## src/rtl/pwmcl_pkg.sv

```systemverilog
// Shared constants and widths for the soft-started PWM current loop.
package pwmcl_pkg;

    // Fixed system constants.
    localparam int PWM_PERIOD       = 1024;
    localparam int HALF_PERIOD      = PWM_PERIOD / 2;
    localparam int STEPS_PER_PERIOD = 256;
    localparam int STEP_W           = $clog2(STEPS_PER_PERIOD);
    localparam int ADC_RANGE        = 4096;
    localparam int ADC_MID          = ADC_RANGE / 2;

    // Field and datapath widths.
    localparam int SMP_W   = 12;
    localparam int CMP_W   = 10;
    localparam int SCALE_W = 24;
    localparam int FILT_W  = 20;
    localparam int DELTA_W = 22;
    localparam int MAG_W   = 21;
    localparam int E5_W    = 25;
    localparam int MUL_W   = 25;
    localparam int PROD_W  = 2 * MUL_W;
    localparam int FRAC_W  = 24;
    localparam int DRV_W   = PROD_W - FRAC_W;

    // Reciprocal of five for exact truncating division of values below 2^21.
    localparam int DIV5_SHIFT = 24;
    localparam logic [MUL_W-1:0] RECIP5 = MUL_W'(((1 << DIV5_SHIFT) + 4) / 5);

    localparam logic [SCALE_W-1:0] SCALE_RESET = SCALE_W'(65536);

    // Period counter codes.
    localparam logic [1:0] PERIOD_FIRST  = 2'd0;
    localparam logic [1:0] PERIOD_SECOND = 2'd1;
    localparam logic [1:0] PERIOD_LATER  = 2'd2;

endpackage

```

## src/rtl/pwmcl_mul.sv

```systemverilog
// Shared signed multiplier with a registered product.
module pwmcl_mul
(
    input  logic                                 clk,
    input  logic                                 en,
    input  logic signed [pwmcl_pkg::MUL_W-1:0]   a,
    input  logic signed [pwmcl_pkg::MUL_W-1:0]   b,
    output logic signed [pwmcl_pkg::PROD_W-1:0]  p
);
    import pwmcl_pkg::*;

    logic signed [PROD_W-1:0] p_reg;

    always_ff @(posedge clk)
    begin
        if (en)
        begin
            p_reg <= a * b;
        end
    end

    assign p = p_reg;

endmodule

```

## src/rtl/pwm_current_loop_with_soft_start_core.sv

```systemverilog
// Top level of the soft-started PWM current loop.
//
//  Channel   Direction  Handshake                    Contents
//  s_axis    in         s_axis_tvalid/s_axis_tready  one ADC sample pair per item
//  m_axis    out        m_axis_tvalid/m_axis_tready  PWM compare value and relay flag
//  cfg       in         cfg_valid/cfg_ready          drive_scale register write
//
// The steps are idle, sum, scale and out in the first period; the second period
// adds divide, filter and gain before sum, later periods divide and filter. The
// single shared multiplier serves the divide by five in the current filter after
// the first period, the soft-start gain in the second period only and the drive
// scale, each with a registered product. Reset clears the tick and period
// counters, the current filter and the output valid, and loads drive_scale with
// its default of 1.0 in Q8.16. A stalled output holds the finished item in the
// output register; the sequencer waits in its last step until that register is
// free, and no new item is taken until the previous one has moved there.
module pwm_current_loop_with_soft_start_core
(
    input  logic        clk,
    input  logic        rst_n,

    input  logic        s_axis_tvalid,
    output logic        s_axis_tready,
    input  logic [23:0] s_axis_tdata,   // [11:0] voltage_sample, [23:12] current_sample

    output logic        m_axis_tvalid,
    input  logic        m_axis_tready,
    output logic [15:0] m_axis_tdata,   // [9:0] pwm_compare, [15:10] zero
    output logic        m_axis_tuser,   // [0] relay_on

    input  logic        cfg_valid,
    output logic        cfg_ready,
    input  logic [23:0] cfg_data        // [23:0] drive_scale
);
    import pwmcl_pkg::*;

    typedef enum logic [2:0]
    {
        S_IDLE,
        S_DIV,
        S_FNEW,
        S_GAIN,
        S_SUM,
        S_SCALE,
        S_OUT
    } state_t;

    state_t                    state_reg,   state_next;
    logic [SCALE_W-1:0]        scale_reg,   scale_next;
    logic [STEP_W-1:0]         step_reg,    step_next;
    logic [1:0]                period_reg,  period_next;
    logic signed [FILT_W-1:0]  filt_reg,    filt_next;
    logic signed [SMP_W-1:0]   v_reg,       v_next;
    logic signed [SMP_W-1:0]   c_reg,       c_next;
    logic                      neg_reg,     neg_next;
    logic signed [E5_W-1:0]    e5_reg,      e5_next;
    logic signed [E5_W-1:0]    sum_reg,     sum_next;
    logic                      ovalid_reg,  ovalid_next;
    logic [CMP_W-1:0]          cmp_reg,     cmp_next;
    logic                      relay_reg,   relay_next;

    // Shared multiplier.
    logic                      mul_en;
    logic signed [MUL_W-1:0]   mul_a;
    logic signed [MUL_W-1:0]   mul_b;
    logic signed [PROD_W-1:0]  prod;

    // Datapath intermediates.
    logic [SMP_W:0]            v_wide;
    logic [SMP_W:0]            c_wide;
    logic signed [DELTA_W-1:0] delta;
    logic signed [DELTA_W-1:0] delta_neg;
    logic [MAG_W-1:0]          mag;
    logic signed [DELTA_W-1:0] quot;
    logic signed [DELTA_W-1:0] filt_sum;
    logic signed [FILT_W-1:0]  filt_sat;
    logic signed [DELTA_W-1:0] v256_22;
    logic signed [DELTA_W-1:0] e8;
    logic signed [E5_W-1:0]    e5;
    logic signed [PROD_W-1:0]  gain_round;
    logic signed [E5_W-1:0]    t8;
    logic signed [E5_W-1:0]    v256_25;
    logic signed [DRV_W-1:0]   drive;
    logic signed [DRV_W-1:0]   drive_clamp;
    logic [DRV_W-1:0]          drive_off;
    logic                      out_free;

    pwmcl_mul u_mul
    (
        .clk (clk),
        .en  (mul_en),
        .a   (mul_a),
        .b   (mul_b),
        .p   (prod)
    );

    assign s_axis_tready = (state_reg == S_IDLE);
    assign cfg_ready     = 1'b1;
    assign m_axis_tvalid = ovalid_reg;
    assign m_axis_tdata  = {{(16 - CMP_W){1'b0}}, cmp_reg};
    assign m_axis_tuser  = relay_reg;

    // Center the raw samples at mid-range.
    assign v_wide = {1'b0, s_axis_tdata[SMP_W-1:0]} - (SMP_W + 1)'(ADC_MID);
    assign c_wide = {1'b0, s_axis_tdata[2*SMP_W-1:SMP_W]} - (SMP_W + 1)'(ADC_MID);

    // Filter step: move one fifth of the way from the filter toward the current.
    assign delta     = $signed({{(DELTA_W - SMP_W - 8){c_reg[SMP_W-1]}}, c_reg, 8'b0})
                     - DELTA_W'(filt_reg);
    assign delta_neg = -delta;
    assign mag       = delta[DELTA_W-1] ? delta_neg[MAG_W-1:0] : delta[MAG_W-1:0];

    assign quot      = neg_reg ? -$signed({1'b0, prod[DIV5_SHIFT +: MAG_W]})
                               :  $signed({1'b0, prod[DIV5_SHIFT +: MAG_W]});
    assign filt_sum  = DELTA_W'(filt_reg) + quot;

    always_comb
    begin
        if (filt_sum > DELTA_W'(signed'({1'b0, {(FILT_W-1){1'b1}}})))
        begin
            filt_sat = {1'b0, {(FILT_W-1){1'b1}}};
        end
        else if (filt_sum < DELTA_W'(signed'({1'b1, {(FILT_W-1){1'b0}}})))
        begin
            filt_sat = {1'b1, {(FILT_W-1){1'b0}}};
        end
        else
        begin
            filt_sat = filt_sum[FILT_W-1:0];
        end
    end

    // Error in Q.8 and five times the error.
    assign v256_22 = $signed({{(DELTA_W - SMP_W - 8){v_reg[SMP_W-1]}}, v_reg, 8'b0});
    assign e8      = -v256_22 - DELTA_W'(filt_sat);
    assign e5      = (E5_W'(e8) <<< 2) + E5_W'(e8);

    // Gain term: the soft-start product is divided by the steps per period, rounded
    // toward zero; the steps per period are a power of two.
    assign gain_round = prod + (prod[PROD_W-1] ? PROD_W'(STEPS_PER_PERIOD - 1)
                                               : PROD_W'(0));
    assign v256_25    = E5_W'(v256_22);

    always_comb
    begin
        case (period_reg)
            PERIOD_FIRST:  t8 = '0;
            PERIOD_SECOND: t8 = E5_W'(gain_round >>> STEP_W);
            default:       t8 = e5_reg;
        endcase
    end

    // Drive: floor of the scaled product, saturated to a signed half period.
    assign drive = prod[PROD_W-1:FRAC_W];

    always_comb
    begin
        if (drive >= DRV_W'(HALF_PERIOD))
        begin
            drive_clamp = DRV_W'(HALF_PERIOD - 1);
        end
        else if (drive < -DRV_W'(HALF_PERIOD))
        begin
            drive_clamp = -DRV_W'(HALF_PERIOD);
        end
        else
        begin
            drive_clamp = drive;
        end
    end

    assign drive_off = drive_clamp + DRV_W'(HALF_PERIOD);
    assign out_free  = !ovalid_reg || m_axis_tready;

    // Operand selection for the shared multiplier.
    assign mul_en = (state_reg inside {S_DIV, S_GAIN, S_SCALE});

    always_comb
    begin
        case (state_reg)
            S_DIV:
            begin
                mul_a = $signed({{(MUL_W - MAG_W){1'b0}}, mag});
                mul_b = RECIP5;
            end
            S_GAIN:
            begin
                mul_a = e5_reg;
                mul_b = $signed({{(MUL_W - STEP_W){1'b0}}, step_reg});
            end
            default:
            begin
                mul_a = $signed({{(MUL_W - SCALE_W){1'b0}}, scale_reg});
                mul_b = sum_reg;
            end
        endcase
    end

    // Sequencer.
    always_comb
    begin
        state_next  = state_reg;
        scale_next  = scale_reg;
        step_next   = step_reg;
        period_next = period_reg;
        filt_next   = filt_reg;
        v_next      = v_reg;
        c_next      = c_reg;
        neg_next    = neg_reg;
        e5_next     = e5_reg;
        sum_next    = sum_reg;
        ovalid_next = ovalid_reg;
        cmp_next    = cmp_reg;
        relay_next  = relay_reg;

        if (cfg_valid && cfg_ready)
        begin
            scale_next = cfg_data;
        end

        if (ovalid_reg && m_axis_tready)
        begin
            ovalid_next = 1'b0;
        end

        case (state_reg)
            S_IDLE:
            begin
                if (s_axis_tvalid)
                begin
                    v_next = v_wide[SMP_W-1:0];
                    c_next = c_wide[SMP_W-1:0];
                    if (period_reg == PERIOD_FIRST)
                    begin
                        state_next = S_SUM;
                    end
                    else
                    begin
                        state_next = S_DIV;
                    end
                end
            end
            S_DIV:
            begin
                neg_next   = delta[DELTA_W-1];
                state_next = S_FNEW;
            end
            S_FNEW:
            begin
                filt_next = filt_sat;
                e5_next   = e5;
                if (period_reg == PERIOD_SECOND)
                begin
                    state_next = S_GAIN;
                end
                else
                begin
                    state_next = S_SUM;
                end
            end
            S_GAIN:
            begin
                state_next = S_SUM;
            end
            S_SUM:
            begin
                sum_next   = v256_25 + t8;
                state_next = S_SCALE;
            end
            S_SCALE:
            begin
                state_next = S_OUT;
            end
            S_OUT:
            begin
                if (out_free)
                begin
                    ovalid_next = 1'b1;
                    cmp_next    = drive_off[CMP_W-1:0];
                    relay_next  = (period_reg != PERIOD_FIRST);
                    if (step_reg == STEP_W'(STEPS_PER_PERIOD - 1))
                    begin
                        step_next = '0;
                        if (period_reg != PERIOD_LATER)
                        begin
                            period_next = period_reg + 2'd1;
                        end
                    end
                    else
                    begin
                        step_next = step_reg + STEP_W'(1);
                    end
                    state_next = S_IDLE;
                end
            end
            default:
            begin
                state_next = S_IDLE;
            end
        endcase
    end

    always_ff @(posedge clk or negedge rst_n)
    begin
        if (!rst_n)
        begin
            state_reg  <= S_IDLE;
            scale_reg  <= SCALE_RESET;
            step_reg   <= '0;
            period_reg <= PERIOD_FIRST;
            filt_reg   <= '0;
            v_reg      <= '0;
            c_reg      <= '0;
            neg_reg    <= 1'b0;
            e5_reg     <= '0;
            sum_reg    <= '0;
            ovalid_reg <= 1'b0;
            cmp_reg    <= '0;
            relay_reg  <= 1'b0;
        end
        else
        begin
            state_reg  <= state_next;
            scale_reg  <= scale_next;
            step_reg   <= step_next;
            period_reg <= period_next;
            filt_reg   <= filt_next;
            v_reg      <= v_next;
            c_reg      <= c_next;
            neg_reg    <= neg_next;
            e5_reg     <= e5_next;
            sum_reg    <= sum_next;
            ovalid_reg <= ovalid_next;
            cmp_reg    <= cmp_next;
            relay_reg  <= relay_next;
        end
    end

    // The period counter saturates and never reaches the unused code.
    a_period_sat: assert property (@(posedge clk) disable iff (!rst_n)
        period_reg != 2'd3)
        else $error("period counter left its range");

    // An accepted item blocks the input until its work is done.
    a_one_item: assert property (@(posedge clk) disable iff (!rst_n)
        s_axis_tvalid && s_axis_tready |=> !s_axis_tready)
        else $error("input accepted while an item is in progress");

    // The tick counter only advances when a result is produced.
    a_step_hold: assert property (@(posedge clk) disable iff (!rst_n)
        state_reg != S_OUT |=> $stable(step_reg))
        else $error("tick counter moved outside the output step");

    // The current filter is only updated in its own step.
    a_filt_hold: assert property (@(posedge clk) disable iff (!rst_n)
        state_reg != S_FNEW |=> $stable(filt_reg))
        else $error("current filter moved outside the filter step");

    // The relay flag is never raised during the first period.
    a_relay: assert property (@(posedge clk) disable iff (!rst_n)
        m_axis_tvalid && m_axis_tuser |-> period_reg != PERIOD_FIRST)
        else $error("relay raised in the first period");

endmodule

```

## config.mk

```make
export PLATFORM = sky130hd
export DESIGN_NAME = pwm_current_loop_with_soft_start_core
export DESIGN_NICKNAME = d
export VERILOG_FILES = /design/src/rtl/pwmcl_pkg.sv /design/src/rtl/pwmcl_mul.sv /design/src/rtl/pwm_current_loop_with_soft_start_core.sv
export SDC_FILE = /design/constraint.sdc
export NUM_CORES = 2
export LEC_CHECK = 0
export BUFFER_PORTS_ARGS = -buffer_cell sky130_fd_sc_hd__buf_2
export CAP_MARGIN = 5
export CORE_MARGIN = 3
export CORE_UTILIZATION = 40
export CTS_BUF_LIST = sky130_fd_sc_hd__clkbuf_2 sky130_fd_sc_hd__clkbuf_4 sky130_fd_sc_hd__clkbuf_8
export DETAILED_ROUTE_END_ITERATION = 16
export GPL_ROUTABILITY_DRIVEN = 0
export PLACE_DENSITY = 0.64
export RECOVER_POWER = 50
export SYNTH_ARGS = -nofsm -noshare
export SYNTH_HDL_FRONTEND = slang
export SYNTH_HIERARCHICAL = 1
export SYNTH_SLANG_ARGS = --single-unit
```

## constraint.sdc

```tcl
create_clock -name clk -period 11.9 [get_ports clk]
set_input_delay 0.595 -clock clk [delete_from_list [all_inputs] [get_ports clk]]
set_output_delay 0.595 -clock clk [all_outputs]
set_load 0.1 [all_outputs]
```

==> run metrics <==
clk buf depth=2; setup bufs post-CTS=0; CTS tree=yes; post_cts resized=0; final WL=102000 um; htree depth=4; Netlist Area Pre-Place=between 30000 and 40000 um2; die height=311 um; ys async rst share=74.1%; Die Area=97000 um2; predominant post-synthesis flop cell=dfrtp_1; final worst clock skew=about 0.029 ns; Yosys warning count=6; Total GRT Usage=21.5%; grt ovf=0; met3 usage=2.95%; fraction of the mapped netlist area in compound gates=under 10%; mux contribution to synthesized area=1.02%; largest family of logic cells by synthesized area=adder cells; initial antenna violation count=3; commonest non-fill, non-tap cell in the layout=inv_1; number of global-route vias before repair=29391; wire per inst=19.0 um; Worst-path clk slew=0.12 ns; TritonRoute pass-1 iters=6; Post-Synth Adder-Cell Area=44.2%; Max-slew headroom=-190%; Setup TNS=0 ns; commonest non-fill, non-tap cells in the layout=inv_1 (780), fa_1 (661), nand2_1 (598), and2_1 (331), ha_1 (260); starting density of the core=40.5%; # port buffers=65; Synth cell types=102; max cap viols=4; crit path kind=flip-flop to flip-flop; Routed Antenna Nets=0; worst-path fanout max=14; register area share after synthesis=between 10% and 20%; DP Wirelength=82000 um; startpoint types=flip-flop; layout cells sized above 1=6.63%; fin crit share=94.2%; Die W=311 um; Layout area overhead=5.95%; fin. max-slew vios=242; residual DRC count=0; most used cell, CP=fa_1; Fmax=slightly below 90 MHz; Post-layout nets=around 5100; CP endpoint kind=flip-flop; clock root buffer master=clkbuf_8; GR Layer Usage met1=29.2%; Core ar.=92100 um2; met2 track demand over resource=35.8%; clock sink count=between 150 and 200; row count=around 110; violated checks=max-capacitance violations, max-slew violations; critical path required time=12.18 ns; Final Critical Period=11.21 ns; count of final setup violators=0; CP peak stage delay=just under 0.9 ns; via count=28042; worst skew pair latency=0.53 ns; FF+latch count, synth=about 190; status=finished, violations left; hold buffer count at cts=0; Synth Area in XOR/XNOR=5.00%; Worst Hold Class=input port to flip-flop; largest net degree at the start of global routing=83; Avg Synthesized Cell Area=8.99 um2; TritonCTS Buffers=17; Initial DRC Count=1946; final hold viol count=0; worst path arrival time=roughly 11 ns; Largest register FFs=50; gr busiest metal=met2; CP max-delay cell=o221ai_2; worst slew pin tran=4.35 ns; io pins=73; RSZ-0062 raised after global routing=false; global-route wire length before repair=165000 um; routed vias/inst=approximately 5.2; Post-synth EDFFs=50; post-synthesis simple-gate area fraction=~17%; synthesized instance count=4150
[synth_stat cells (16+ instances only)]
master	instances	area share [%]
nand2b_1	19	0.32
o21ai_0	157	2.1
and2_1	334	5.6
fa_1	661	35
ha_1	260	8.7
nor2b_1	38	0.64
nand4_1	27	0.45
a31oi_1	18	0.30
a21oi_1	140	1.9
o21bai_1	27	0.54
a21o_1	46	0.93
clkbuf_1	168	1.7
mux2_2	28	0.84
inv_1	780	7.8
xor2_1	65	1.5
nand3_1	47	0.63
nor2_1	91	0.92
edfxtp_1	50	4.0
and3_1	16	0.27
nand2_1	600	6.0
dfrtp_1	142	9.5
nor3_1	30	0.40
xnor2_1	148	3.5
[path summary, 6_finish.rpt]
| path | startpoint | end | slack, ns | cells after the start |
|---|---|---|---|---|
| max | filt_reg[0] | u_mul/p[47] | 0.69 | 37 |
| max reg2reg | filt_reg[0] | u_mul/p[47] | 0.69 | 37 |
| min | s_axis_tdata[19] | c_reg[7] | 0.25 | 3 |
| min in group asynchronous | rst_n | filt_reg[13] | 1.60 | 1 |
| max in group asynchronous | rst_n | sum_reg[8] | 5.01 | 2 |
| min reg2reg | sum_reg[18] | sum_reg[18] | 0.49 | 2 |
[logic make-up after synthesis]
logic type	count (synthesis)
DFF	193
muxes	34
xor gates and xnor gates	213
and+or+nand+nor	1265
AOI/OAI and AO/OA	551
buffers and inverters	971
other	2
adders and majority gates	921
[critical path, delay by kind of cell (launching register included)]
family | cells | cell delay (ns)
DFF | 1 | 0.45
xor gates and xnor gates | 2 | 0.31
and+or+nand+nor | 5 | 1.14
adders and majority gates | 9 | 4.15
buffers and inverters | 5 | 0.38
AOI/OAI and AO/OA | 16 | 4.53
[metrics by stage]
stage | util, % | hold WS (ns) | std cells | instance area (um2) | setup slack, ns
after global routing | 42.9 | 0.218 | 5376 | 39500 | 0.0737
final | 42.9 | 0.251 | 5376 | 39500 | 0.694
after CTS | 43.0 | 0.0951 | 5375 | 39600 | 0.829
after detailed placement | 42.5 | 0.469 | 5344 | 39100 | 0.891
after floorplan | - | 0.299 | 4155 | 37300 | 1.93
after global placement | 42.5 | 0.454 | 5344 | 39100 | 1.08
[layer usage]
layer / part of all wire, % / vias to the layer above
met5: 0 / -
met4: 3.0 / 0
met3: 5.9 / 119
met2: 48 / 726
met1: 43 / 14373
li1: - / 12824
[final cells by class]
class	instances	area, um2
well taps	1243	1560
clock buffers	18	241
repair buffers	135	833
fillers	9103	52500
flip-flops and latches	193	5080
inverters	782	2940
diodes	1	2.50
clock inverters	13	168
multi-input cells	2991	28700
Power is not shown: default switching activity piles up to over one toggle a cycle in this logic, so the estimate is an artifact.
